File: src/sv/jdel_pkg.sv
// ----------------------------------------------------------------------------
// jdel_pkg: shared types and constants for the joystick direction latch
// Field widths, register reset values, register indexes and action codes.
// ----------------------------------------------------------------------------
package jdel_pkg;

    localparam int SampleW   = 8;
    localparam int ThreshW   = 7;
    localparam int ActionW   = 3;
    localparam int CfgIdxW   = 2;
    localparam int CfgDataW  = 8;
    localparam int FlagW     = 5;

    // Scaling multiplies by 128, so the dividend carries seven extra bits
    localparam int ScaleShift = 7;
    localparam int NumW       = SampleW + ScaleShift;
    localparam int CntW       = $clog2(NumW);

    localparam logic [SampleW-1:0] SampleMax   = '1;
    localparam logic [SampleW-1:0] XCenterRst  = 8'd128;
    localparam logic [SampleW-1:0] YCenterRst  = 8'd128;
    localparam logic [ThreshW-1:0] ThreshRst   = 7'd100;
    localparam logic [SampleW-1:0] QuoHighMax  = 8'd128;

    localparam logic [CfgIdxW-1:0] REG_X_CENTER  = 2'd0;
    localparam logic [CfgIdxW-1:0] REG_Y_CENTER  = 2'd1;
    localparam logic [CfgIdxW-1:0] REG_THRESHOLD = 2'd2;

    localparam int FLAG_RIGHT = 0;
    localparam int FLAG_LEFT  = 1;
    localparam int FLAG_UP    = 2;
    localparam int FLAG_DOWN  = 3;
    localparam int FLAG_PRESS = 4;

    typedef enum logic [0:0] {
        OP_POLL = 1'b0,
        OP_TAKE = 1'b1
    } opcode_t;

    typedef enum logic [ActionW-1:0] {
        ACT_NEUTRAL = 3'd0,
        ACT_RIGHT   = 3'd1,
        ACT_LEFT    = 3'd2,
        ACT_UP      = 3'd3,
        ACT_DOWN    = 3'd4,
        ACT_PRESS   = 3'd5
    } action_t;

endpackage

File: src/sv/jdel_req_if.sv
// ----------------------------------------------------------------------------
// jdel_req_if: request channel of the joystick direction latch
// Carries poll and take transactions with the raw samples and button level.
// ----------------------------------------------------------------------------
interface jdel_req_if;

    logic                             valid;
    logic                             ready;
    logic [0:0]                       opcode;
    logic [jdel_pkg::SampleW-1:0]     raw_x;
    logic [jdel_pkg::SampleW-1:0]     raw_y;
    logic [0:0]                       button_level;

    modport source (output valid, output opcode, output raw_x, output raw_y,
                    output button_level, input ready);
    modport sink   (input valid, input opcode, input raw_x, input raw_y,
                    input button_level, output ready);

endinterface

File: src/sv/jdel_rsp_if.sv
// ----------------------------------------------------------------------------
// jdel_rsp_if: response channel of the joystick direction latch
// Carries the signed deflections and the taken action code.
// ----------------------------------------------------------------------------
interface jdel_rsp_if;

    logic                                valid;
    logic                                ready;
    logic signed [jdel_pkg::SampleW-1:0] deflection_x;
    logic signed [jdel_pkg::SampleW-1:0] deflection_y;
    logic [jdel_pkg::ActionW-1:0]        action;

    modport source (output valid, output deflection_x, output deflection_y,
                    output action, input ready);
    modport sink   (input valid, input deflection_x, input deflection_y,
                    input action, output ready);

endinterface

File: src/sv/jdel_cfg_if.sv
// ----------------------------------------------------------------------------
// jdel_cfg_if: configuration write channel of the joystick direction latch
// Carries a register index and its write data.
// ----------------------------------------------------------------------------
interface jdel_cfg_if;

    logic                          valid;
    logic                          ready;
    logic [jdel_pkg::CfgIdxW-1:0]  index;
    logic [jdel_pkg::CfgDataW-1:0] data;

    modport source (output valid, output index, output data, input ready);
    modport sink   (input valid, input index, input data, output ready);

endinterface

File: src/sv/joystick_direction_event_latch_top.sv
// ----------------------------------------------------------------------------
// joystick_direction_event_latch_top: calibrated joystick direction events
// Rescales X/Y samples around their centers, detects threshold crossings
// and button presses, and latches the latest event until it is taken.
// ----------------------------------------------------------------------------
// Usage
//   req : one transaction per item. opcode poll carries raw_x, raw_y and the
//         active-low button_level; opcode take reads the pending action.
//   rsp : exactly one transaction per request, in request order. A poll
//         returns both deflections and action neutral; a take returns zero
//         deflections and the pending action, which is then cleared.
//   cfg : register writes (0 x_center, 1 y_center, 2 threshold), always
//         ready; write only while no request is in flight.
// Sequencing
//   A poll runs both axis divisions side by side, one quotient bit per cycle
//   over 15 dividend bits, then updates the flags as the response is written
//   to the output register; req.ready returns in the same cycle as the
//   response becomes valid. A take skips the division. A new request is only
//   accepted once the previous one has left the bit-serial divider path.
// Reset
//   Centers return to 128, threshold to 100, flags and pending action clear.
// Stalls
//   The response sits in an output register; one more request is accepted
//   and worked on while it waits, then the block holds until rsp.ready.
// ----------------------------------------------------------------------------
module joystick_direction_event_latch_top (
    input  logic        clk,
    input  logic        rst_n,
    jdel_req_if.sink    req,
    jdel_rsp_if.source  rsp,
    jdel_cfg_if.sink    cfg
);

    localparam int SW = jdel_pkg::SampleW;
    localparam int NW = jdel_pkg::NumW;
    localparam int CW = jdel_pkg::CntW;
    localparam int TW = jdel_pkg::ThreshW;

    typedef enum logic [1:0] {
        ST_IDLE,
        ST_DIV,
        ST_FIN
    } state_t;

    state_t                          state_reg, state_next;
    logic [CW-1:0]                   cnt_reg, cnt_next;
    jdel_pkg::opcode_t               op_reg, op_next;
    logic                            btn_reg, btn_next;

    // Per-axis divider lanes: 0 is X, 1 is Y
    logic [NW-1:0]                   num_reg [2];
    logic [NW-1:0]                   num_next [2];
    logic [SW-1:0]                   rem_reg [2];
    logic [SW-1:0]                   rem_next [2];
    logic [SW-1:0]                   quo_reg [2];
    logic [SW-1:0]                   quo_next [2];
    logic [SW-1:0]                   den_reg [2];
    logic [SW-1:0]                   den_next [2];
    logic [1:0]                      hi_reg, hi_next;
    logic [1:0]                      sat_reg, sat_next;

    logic [SW-1:0]                   xc_reg, xc_next;
    logic [SW-1:0]                   yc_reg, yc_next;
    logic [TW-1:0]                   th_reg, th_next;
    logic [jdel_pkg::FlagW-1:0]      flags_reg, flags_next;
    jdel_pkg::action_t               pending_reg, pending_next;

    logic                            out_valid_reg, out_valid_next;
    logic signed [SW-1:0]            out_dx_reg, out_dx_next;
    logic signed [SW-1:0]            out_dy_reg, out_dy_next;
    jdel_pkg::action_t               out_act_reg, out_act_next;

    logic                            req_fire;
    logic                            out_write;
    logic [SW-1:0]                   sample [2];
    logic [SW-1:0]                   center [2];
    logic [SW:0]                     trial [2];
    logic [SW:0]                     diff [2];
    logic                            ge [2];
    logic [SW-1:0]                   scaled [2];
    logic signed [SW-1:0]            defl [2];
    logic signed [SW:0]              defl_ext [2];
    logic signed [SW:0]              th_ext;
    logic signed [SW:0]              neg_sum [2];
    logic [jdel_pkg::FlagW-1:0]      cond;
    logic [jdel_pkg::FlagW-1:0]      rise;

    assign req.ready    = (state_reg == ST_IDLE);
    assign req_fire     = req.valid && req.ready;
    assign cfg.ready    = 1'b1;

    assign rsp.valid        = out_valid_reg;
    assign rsp.deflection_x = out_dx_reg;
    assign rsp.deflection_y = out_dy_reg;
    assign rsp.action       = out_act_reg;

    assign out_write = (state_reg == ST_FIN) && (!out_valid_reg || rsp.ready);

    assign sample[0] = req.raw_x;
    assign sample[1] = req.raw_y;
    assign center[0] = xc_reg;
    assign center[1] = yc_reg;
    assign th_ext    = $signed({2'b00, th_reg});

    // Restoring division step and final scaling per lane
    always_comb
    begin
        for (int i = 0; i < 2; i++)
        begin
            trial[i]    = {rem_reg[i], num_reg[i][NW-1]};
            diff[i]     = trial[i] - {1'b0, den_reg[i]};
            ge[i]       = (trial[i] >= {1'b0, den_reg[i]});
            if (sat_reg[i])
                scaled[i] = jdel_pkg::SampleMax;
            else if (hi_reg[i])
                scaled[i] = jdel_pkg::SampleMax - quo_reg[i];
            else
                scaled[i] = quo_reg[i];
            // Subtract 128 by flipping the top bit
            defl[i]     = $signed({~scaled[i][SW-1], scaled[i][SW-2:0]});
            defl_ext[i] = $signed({defl[i][SW-1], defl[i]});
            neg_sum[i]  = defl_ext[i] + th_ext;
        end
    end

    always_comb
    begin
        cond = '0;
        cond[jdel_pkg::FLAG_RIGHT] = (defl_ext[0] > th_ext);
        cond[jdel_pkg::FLAG_LEFT]  = (neg_sum[0] < $signed({(SW+1){1'b0}}));
        cond[jdel_pkg::FLAG_UP]    = (defl_ext[1] > th_ext);
        cond[jdel_pkg::FLAG_DOWN]  = (neg_sum[1] < $signed({(SW+1){1'b0}}));
        cond[jdel_pkg::FLAG_PRESS] = !btn_reg;
        rise = cond & ~flags_reg;
    end

    always_comb
    begin
        state_next     = state_reg;
        cnt_next       = cnt_reg;
        op_next        = op_reg;
        btn_next       = btn_reg;
        num_next       = num_reg;
        rem_next       = rem_reg;
        quo_next       = quo_reg;
        den_next       = den_reg;
        hi_next        = hi_reg;
        sat_next       = sat_reg;
        xc_next        = xc_reg;
        yc_next        = yc_reg;
        th_next        = th_reg;
        flags_next     = flags_reg;
        pending_next   = pending_reg;
        out_valid_next = out_valid_reg && !rsp.ready;
        out_dx_next    = out_dx_reg;
        out_dy_next    = out_dy_reg;
        out_act_next   = out_act_reg;

        if (cfg.valid)
        begin
            unique case (cfg.index)
                jdel_pkg::REG_X_CENTER:  xc_next = cfg.data;
                jdel_pkg::REG_Y_CENTER:  yc_next = cfg.data;
                jdel_pkg::REG_THRESHOLD: th_next = cfg.data[TW-1:0];
                default: ;
            endcase
        end

        unique case (state_reg)
            ST_IDLE:
            begin
                if (req_fire)
                begin
                    op_next  = jdel_pkg::opcode_t'(req.opcode);
                    btn_next = req.button_level[0];
                    cnt_next = '0;
                    for (int i = 0; i < 2; i++)
                    begin
                        rem_next[i] = '0;
                        quo_next[i] = '0;
                        if (sample[i] < center[i])
                        begin
                            num_next[i] = {sample[i], {jdel_pkg::ScaleShift{1'b0}}};
                            den_next[i] = center[i];
                            hi_next[i]  = 1'b0;
                            sat_next[i] = 1'b0;
                        end
                        else
                        begin
                            num_next[i] = {jdel_pkg::SampleMax - sample[i],
                                           {jdel_pkg::ScaleShift{1'b0}}};
                            den_next[i] = jdel_pkg::SampleMax - center[i];
                            hi_next[i]  = 1'b1;
                            // Zero divisor: the scaled value is pinned at full scale
                            sat_next[i] = (center[i] == jdel_pkg::SampleMax);
                        end
                    end
                    if (jdel_pkg::opcode_t'(req.opcode) == jdel_pkg::OP_TAKE)
                        state_next = ST_FIN;
                    else
                        state_next = ST_DIV;
                end
            end

            ST_DIV:
            begin
                for (int i = 0; i < 2; i++)
                begin
                    rem_next[i] = ge[i] ? diff[i][SW-1:0] : trial[i][SW-1:0];
                    quo_next[i] = {quo_reg[i][SW-2:0], ge[i]};
                    num_next[i] = {num_reg[i][NW-2:0], 1'b0};
                end
                if (cnt_reg == CW'(NW - 1))
                    state_next = ST_FIN;
                else
                    cnt_next = cnt_reg + 1'b1;
            end

            ST_FIN:
            begin
                if (out_write)
                begin
                    out_valid_next = 1'b1;
                    state_next     = ST_IDLE;
                    if (op_reg == jdel_pkg::OP_TAKE)
                    begin
                        out_dx_next  = '0;
                        out_dy_next  = '0;
                        out_act_next = pending_reg;
                        pending_next = jdel_pkg::ACT_NEUTRAL;
                    end
                    else
                    begin
                        out_dx_next  = defl[0];
                        out_dy_next  = defl[1];
                        out_act_next = jdel_pkg::ACT_NEUTRAL;
                        flags_next   = cond;
                        // Among crossings that rise together, press wins, then down, up, left, right
                        priority if (rise[jdel_pkg::FLAG_PRESS])
                            pending_next = jdel_pkg::ACT_PRESS;
                        else if (rise[jdel_pkg::FLAG_DOWN])
                            pending_next = jdel_pkg::ACT_DOWN;
                        else if (rise[jdel_pkg::FLAG_UP])
                            pending_next = jdel_pkg::ACT_UP;
                        else if (rise[jdel_pkg::FLAG_LEFT])
                            pending_next = jdel_pkg::ACT_LEFT;
                        else if (rise[jdel_pkg::FLAG_RIGHT])
                            pending_next = jdel_pkg::ACT_RIGHT;
                        else
                            pending_next = pending_reg;
                    end
                end
            end

            default: state_next = ST_IDLE;
        endcase
    end

    always_ff @(posedge clk or negedge rst_n)
    begin
        if (!rst_n)
        begin
            state_reg     <= ST_IDLE;
            cnt_reg       <= '0;
            op_reg        <= jdel_pkg::OP_POLL;
            btn_reg       <= 1'b1;
            for (int i = 0; i < 2; i++)
            begin
                num_reg[i] <= '0;
                rem_reg[i] <= '0;
                quo_reg[i] <= '0;
                den_reg[i] <= '0;
            end
            hi_reg        <= '0;
            sat_reg       <= '0;
            xc_reg        <= jdel_pkg::XCenterRst;
            yc_reg        <= jdel_pkg::YCenterRst;
            th_reg        <= jdel_pkg::ThreshRst;
            flags_reg     <= '0;
            pending_reg   <= jdel_pkg::ACT_NEUTRAL;
            out_valid_reg <= 1'b0;
            out_dx_reg    <= '0;
            out_dy_reg    <= '0;
            out_act_reg   <= jdel_pkg::ACT_NEUTRAL;
        end
        else
        begin
            state_reg     <= state_next;
            cnt_reg       <= cnt_next;
            op_reg        <= op_next;
            btn_reg       <= btn_next;
            num_reg       <= num_next;
            rem_reg       <= rem_next;
            quo_reg       <= quo_next;
            den_reg       <= den_next;
            hi_reg        <= hi_next;
            sat_reg       <= sat_next;
            xc_reg        <= xc_next;
            yc_reg        <= yc_next;
            th_reg        <= th_next;
            flags_reg     <= flags_next;
            pending_reg   <= pending_next;
            out_valid_reg <= out_valid_next;
            out_dx_reg    <= out_dx_next;
            out_dy_reg    <= out_dy_next;
            out_act_reg   <= out_act_next;
        end
    end

    // A response is either a poll (no action) or a take (no deflection)
    a_rsp_kind: assert property (@(posedge clk) disable iff (!rst_n)
        out_valid_reg |-> (out_act_reg == jdel_pkg::ACT_NEUTRAL)
                          || (out_dx_reg == '0 && out_dy_reg == '0))
        else $error("response mixes action and deflection");

    // A completed take leaves nothing pending
    a_take_clears: assert property (@(posedge clk) disable iff (!rst_n)
        (out_write && op_reg == jdel_pkg::OP_TAKE)
        |=> (pending_reg == jdel_pkg::ACT_NEUTRAL))
        else $error("pending action survived a take");

    a_cnt_range: assert property (@(posedge clk) disable iff (!rst_n)
        (state_reg == ST_DIV) |-> (cnt_reg <= CW'(NW - 1)))
        else $error("divider step count overrun");

    // Partial remainder stays below the divisor on every live lane
    a_rem_bound: assert property (@(posedge clk) disable iff (!rst_n)
        (state_reg == ST_DIV)
        |-> (sat_reg[0] || rem_reg[0] < den_reg[0])
            && (sat_reg[1] || rem_reg[1] < den_reg[1]))
        else $error("divider remainder out of range");

    // Above-center quotient never exceeds 128, so 255 - q cannot wrap
    a_quo_bound: assert property (@(posedge clk) disable iff (!rst_n)
        (state_reg == ST_FIN && op_reg == jdel_pkg::OP_POLL)
        |-> (!hi_reg[0] || sat_reg[0] || quo_reg[0] <= jdel_pkg::QuoHighMax)
            && (!hi_reg[1] || sat_reg[1] || quo_reg[1] <= jdel_pkg::QuoHighMax))
        else $error("scaled quotient out of range");

endmodule
File: src/flat_wrapper.sv
// flat-port wrapper written by rule: the top's interface ports become plain ports
module joystick_direction_event_latch_top_flat 
  (clk, rst_n, req_valid, req_opcode, req_raw_x, req_raw_y, req_button_level, req_ready, rsp_valid, rsp_deflection_x, rsp_deflection_y, rsp_action, rsp_ready, cfg_valid, cfg_index, cfg_data, cfg_ready);
  jdel_req_if req_i ();
  jdel_rsp_if rsp_i ();
  jdel_cfg_if cfg_i ();
  input  logic clk;
  input  logic rst_n;
  input wire logic [$bits(req_i.valid)-1:0] req_valid;
  input wire logic [$bits(req_i.opcode)-1:0] req_opcode;
  input wire logic [$bits(req_i.raw_x)-1:0] req_raw_x;
  input wire logic [$bits(req_i.raw_y)-1:0] req_raw_y;
  input wire logic [$bits(req_i.button_level)-1:0] req_button_level;
  output wire logic [$bits(req_i.ready)-1:0] req_ready;
  output wire logic [$bits(rsp_i.valid)-1:0] rsp_valid;
  output wire logic [$bits(rsp_i.deflection_x)-1:0] rsp_deflection_x;
  output wire logic [$bits(rsp_i.deflection_y)-1:0] rsp_deflection_y;
  output wire logic [$bits(rsp_i.action)-1:0] rsp_action;
  input wire logic [$bits(rsp_i.ready)-1:0] rsp_ready;
  input wire logic [$bits(cfg_i.valid)-1:0] cfg_valid;
  input wire logic [$bits(cfg_i.index)-1:0] cfg_index;
  input wire logic [$bits(cfg_i.data)-1:0] cfg_data;
  output wire logic [$bits(cfg_i.ready)-1:0] cfg_ready;
  assign req_i.valid = req_valid;
  assign req_i.opcode = req_opcode;
  assign req_i.raw_x = req_raw_x;
  assign req_i.raw_y = req_raw_y;
  assign req_i.button_level = req_button_level;
  assign req_ready = req_i.ready;
  assign rsp_valid = rsp_i.valid;
  assign rsp_deflection_x = rsp_i.deflection_x;
  assign rsp_deflection_y = rsp_i.deflection_y;
  assign rsp_action = rsp_i.action;
  assign rsp_i.ready = rsp_ready;
  assign cfg_i.valid = cfg_valid;
  assign cfg_i.index = cfg_index;
  assign cfg_i.data = cfg_data;
  assign cfg_ready = cfg_i.ready;
  joystick_direction_event_latch_top u_core (.clk(clk), .rst_n(rst_n), .req(req_i), .rsp(rsp_i), .cfg(cfg_i));
endmodule
File: config.mk
export PLATFORM = sky130hd
export DESIGN_NAME = joystick_direction_event_latch_top_flat
export DESIGN_NICKNAME = d
export VERILOG_FILES = /design/src/sv/jdel_pkg.sv /design/src/sv/jdel_req_if.sv /design/src/sv/jdel_rsp_if.sv /design/src/sv/jdel_cfg_if.sv /design/src/sv/joystick_direction_event_latch_top.sv /design/src/flat_wrapper.sv
export SDC_FILE = /design/constraint.sdc
export NUM_CORES = 1
export LEC_CHECK = 0
export BUFFER_PORTS_ARGS = -buffer_cell sky130_fd_sc_hd__buf_2
export CAP_MARGIN = 5
export CELL_PAD_IN_SITES_DETAIL_PLACEMENT = 0
export CELL_PAD_IN_SITES_GLOBAL_PLACEMENT = 2
export CORE_MARGIN = 2
export CORE_UTILIZATION = 42
export CTS_CLUSTER_DIAMETER = 50
export DETAILED_ROUTE_END_ITERATION = 12
export PLACE_DENSITY_LB_ADDON = 0.1
export SKIP_CTS_REPAIR_TIMING = 1
export SLEW_MARGIN = 20
export SYNTH_ARGS = -nofsm -noshare
export SYNTH_HDL_FRONTEND = slang
export SYNTH_SLANG_ARGS = --single-unit
File: constraint.sdc
create_clock -name clk -period 6.3 [get_ports clk]
set_clock_uncertainty 0.2 [all_clocks]
set_input_delay 1.26 -clock clk [delete_from_list [all_inputs] [get_ports clk]]
set_output_delay 1.26 -clock clk [all_outputs]
set_load 0.01 [all_outputs]
==> flow_summary.toml <==
[critical_path]
critPathKind = "flop to flop"
worst_setup_path_end_kind = "flop"
crit_path_start = "u_core.hi_reg[0]"
startpoint_type = "flop"
arrival_ns = 3.62
r2r_cells = 9
r2r_start = "u_core.hi_reg[0]"
worst-path-max-fanout = 9
required_ns = 6.41

[power]
power.switching_uw = 1860
switching_share = 0.399
vdd_drop_max_mv = 0.410
clkPwrFrac = 0.233
p_leak_uw = 0.00395
power_frac_comb = 0.474
power.internal_uw = 2800
power_density_nw_per_um2 = 555
pwr-share-seq = 0.293

[finish]
fill_cells = 1626
stdcell_count = 1009
final_layout_size_suffix_gt1_frac = 0.161
fin_nets = 866
n_antenna_cell = 0
syn_to_final_growth_pct = 16.0

[floorplan]
placementRows = 48
core_um2 = 17100
die-width_um = 135
initial_core_util = 0.425
die_area_um2 = 18300
die_height_um = 135
ios = 55

[sta]
hold_slack_ns = 0.272
final-setup-viol-count = 0
finalCritPeriodShare = 0.557
setup_tns_ns = 0
worstMarginPinSlew_ns = 1.06
period_needed_ns = 3.51
fmax_mhz = 285
slew_headroom = 0.289
hold_viol_final = 0
slew_violations = 0
rsz0062_at_grt = "no"

[yosys]
syn_nets = 819
syn-cell-area_um2 = 7240
synthesis.instances = 724
async_flop_share = 1.00
yosysMostFrequentCell = "dfrtp_1"
synth.largest_area_cell = "dfrtp_1"
yosys_warnings = 0
yosysTopAreaCellShare = 0.418
synth_common_cells = "dfrtp_1 (121), nand2_1 (87), o21ai_0 (80)"
ys_seq_area_frac = 0.440
synth_ff_type = "dfrtp_1"
synth_area_per_cell_um2 = 10.0
synth_edf_count = 0
yosys-top-cells-area = "dfrtp_1 (42%), ha_1 (10%), xnor2_1 (5.8%)"
ys_seq_elements = 127
yosysUniqueCellTypes = 55

[global_routing]
grtUsageTotal = 0.201
grt_pass1_vias = 5325
antenna_found_initial = 0
grt_max_degree = 80
overflow = 0
grt_pass1_wl_mm = 28.5

[min_path]
hp-start = "u_core.flags_reg[3]"
min_path_type = "flop to flop"
hold_depth = 2

[detailed_routing]
vias_per_cell = 5.31
routed_wl_mm = 17.1
wire_per_inst_um = 17.0
drt_iter0_markers = 328
drc_errors = 0
dr.pass1.iters = 5
vias = 5358
ant_nets = 0

[place]
dp_hpwl_mm = 12.2
io_buffer_count = 53
dp_cells = 977
gp_congestion = 0.879

[clock_tree]
cts_tree = "done"
numCtsBuffers = 17
clock_latency_ns = 0.42
cts_root_buf = "clkbuf_16"
cts.sinks = 127
clockBufferDepth = 2
clkTransAtPathRegs_ns = 0.06
htreeDepth = 4

[outcome]
status = "completed"

[flow_run]
drv_cap = 0
## worst paths after layout
path	endpoint	slack, ns
max reg2reg	u_core.pending_reg[0]	2.79
max	u_core.pending_reg[0]	2.79
min reg2reg	u_core.flags_reg[3]	0.27
max in group asynchronous	u_core.num_reg[14]	4.09
min in group asynchronous	u_core.rem_reg[15]	0.69
min	u_core.flags_reg[3]	0.27
## cell families after synthesis
group | synth area share
AOI/OAI and AO/OA | 0.185
and+or+nand+nor | 0.118
DFF | 0.440
buffers and inverters | 0.0415
adders and majority gates | 0.109
xor gates and xnor gates | 0.0629
muxes | 0.0430
other | 0.000518
## per-layer routing
metal,vias to the layer above,GRT usage,wire length (µm)
met2,64,0.296,7650
met5,-,0,0
met4,0,0.0544,184
met1,2638,0.295,8760
met3,14,0.0516,539
li1,2642,-,-
## through the flow
step / cell area, µm² / util / total power (µW) / setup slack (ns)
finish: 8400 / 0.493 / 4660 / 2.79
global route: 8400 / 0.493 / 5040 / 2.63
CTS: 8390 / 0.492 / 4700 / 2.80
detailed placement: 7730 / 0.453 / 3590 / 2.65
global placement: 7730 / 0.453 / 3530 / 2.61
floorplan: 7240 / - / 3000 / 3.31
## placed cells by master, fill, tap and decap left out, types with 3 or more instances in the layout
| master | netlist | layout |
|---|---|---|
| or2_2 | 3 | 3 |
| nor3_1 | 6 | 6 |
| xnor2_1 | 48 | 48 |
| a22o_1 | 32 | 32 |
| nor2_1 | 30 | 30 |
| clkbuf_8 | 0 | 4 |
| or3_1 | 3 | 3 |
| mux2i_1 | 12 | 12 |
| clkinvlp_4 | 0 | 3 |
| o22ai_1 | 3 | 3 |
| nand4_1 | 8 | 8 |
| o21a_1 | 10 | 10 |
| buf_4 | 1 | 5 |
| o41ai_1 | 3 | 3 |
| nand3_1 | 8 | 8 |
| nand2b_1 | 14 | 14 |
| o31ai_1 | 4 | 4 |
| ha_1 | 60 | 60 |
| o31a_1 | 4 | 4 |
| a21oi_1 | 16 | 14 |
| nand2_1 | 87 | 87 |
| dfstp_2 | 6 | 6 |
| inv_1 | 46 | 46 |
| clkbuf_16 | 0 | 17 |
| xor2_1 | 4 | 4 |
| nor2b_1 | 6 | 5 |
| a21o_1 | 3 | 3 |
| o21ai_0 | 80 | 80 |
| or4_1 | 3 | 3 |
| a211oi_1 | 5 | 5 |
| buf_2 | 6 | 52 |
| a32o_1 | 3 | 3 |
| mux2_2 | 17 | 17 |
| a22oi_1 | 14 | 14 |
| bufinv_16 | 0 | 4 |
| dfrtp_1 | 121 | 121 |
| o21bai_1 | 5 | 4 |
## final cells by class
cell class              count  area [µm²]  share of cell area
clock inverters            11         178              0.0211
multi-input cells         520        3790               0.451
repair buffers             58         309              0.0368
clock buffers              21         480              0.0572
flip-flops and latches    127        3190               0.379
well taps                 225         282              0.0335
inverters                  47         176              0.0210
## power by group through the flow
stage | clock network (µW) | registers, µW | logic, µW
after global routing | 1150 | 1410 | 2480
after CTS | 1110 | 1370 | 2220
after global placement | 0 | 1370 | 2160
after floorplan | 0 | 1320 | 1680
after detailed placement | 0 | 1380 | 2210
final | 1090 | 1370 | 2210
## worst max-delay path: stages, from the launching register on
cell and delay (ns):
dfrtp_1 0.60, xnor2_1 0.17, nand2b_1 0.17, ha_1 0.36
nand2b_4 0.15, a221o_1 0.29, a211oi_1 0.44, o21bai_1 0.23
or4_1 0.53, a32o_1 0.25
No activity file was read; power rests on OpenSTA's default activity.
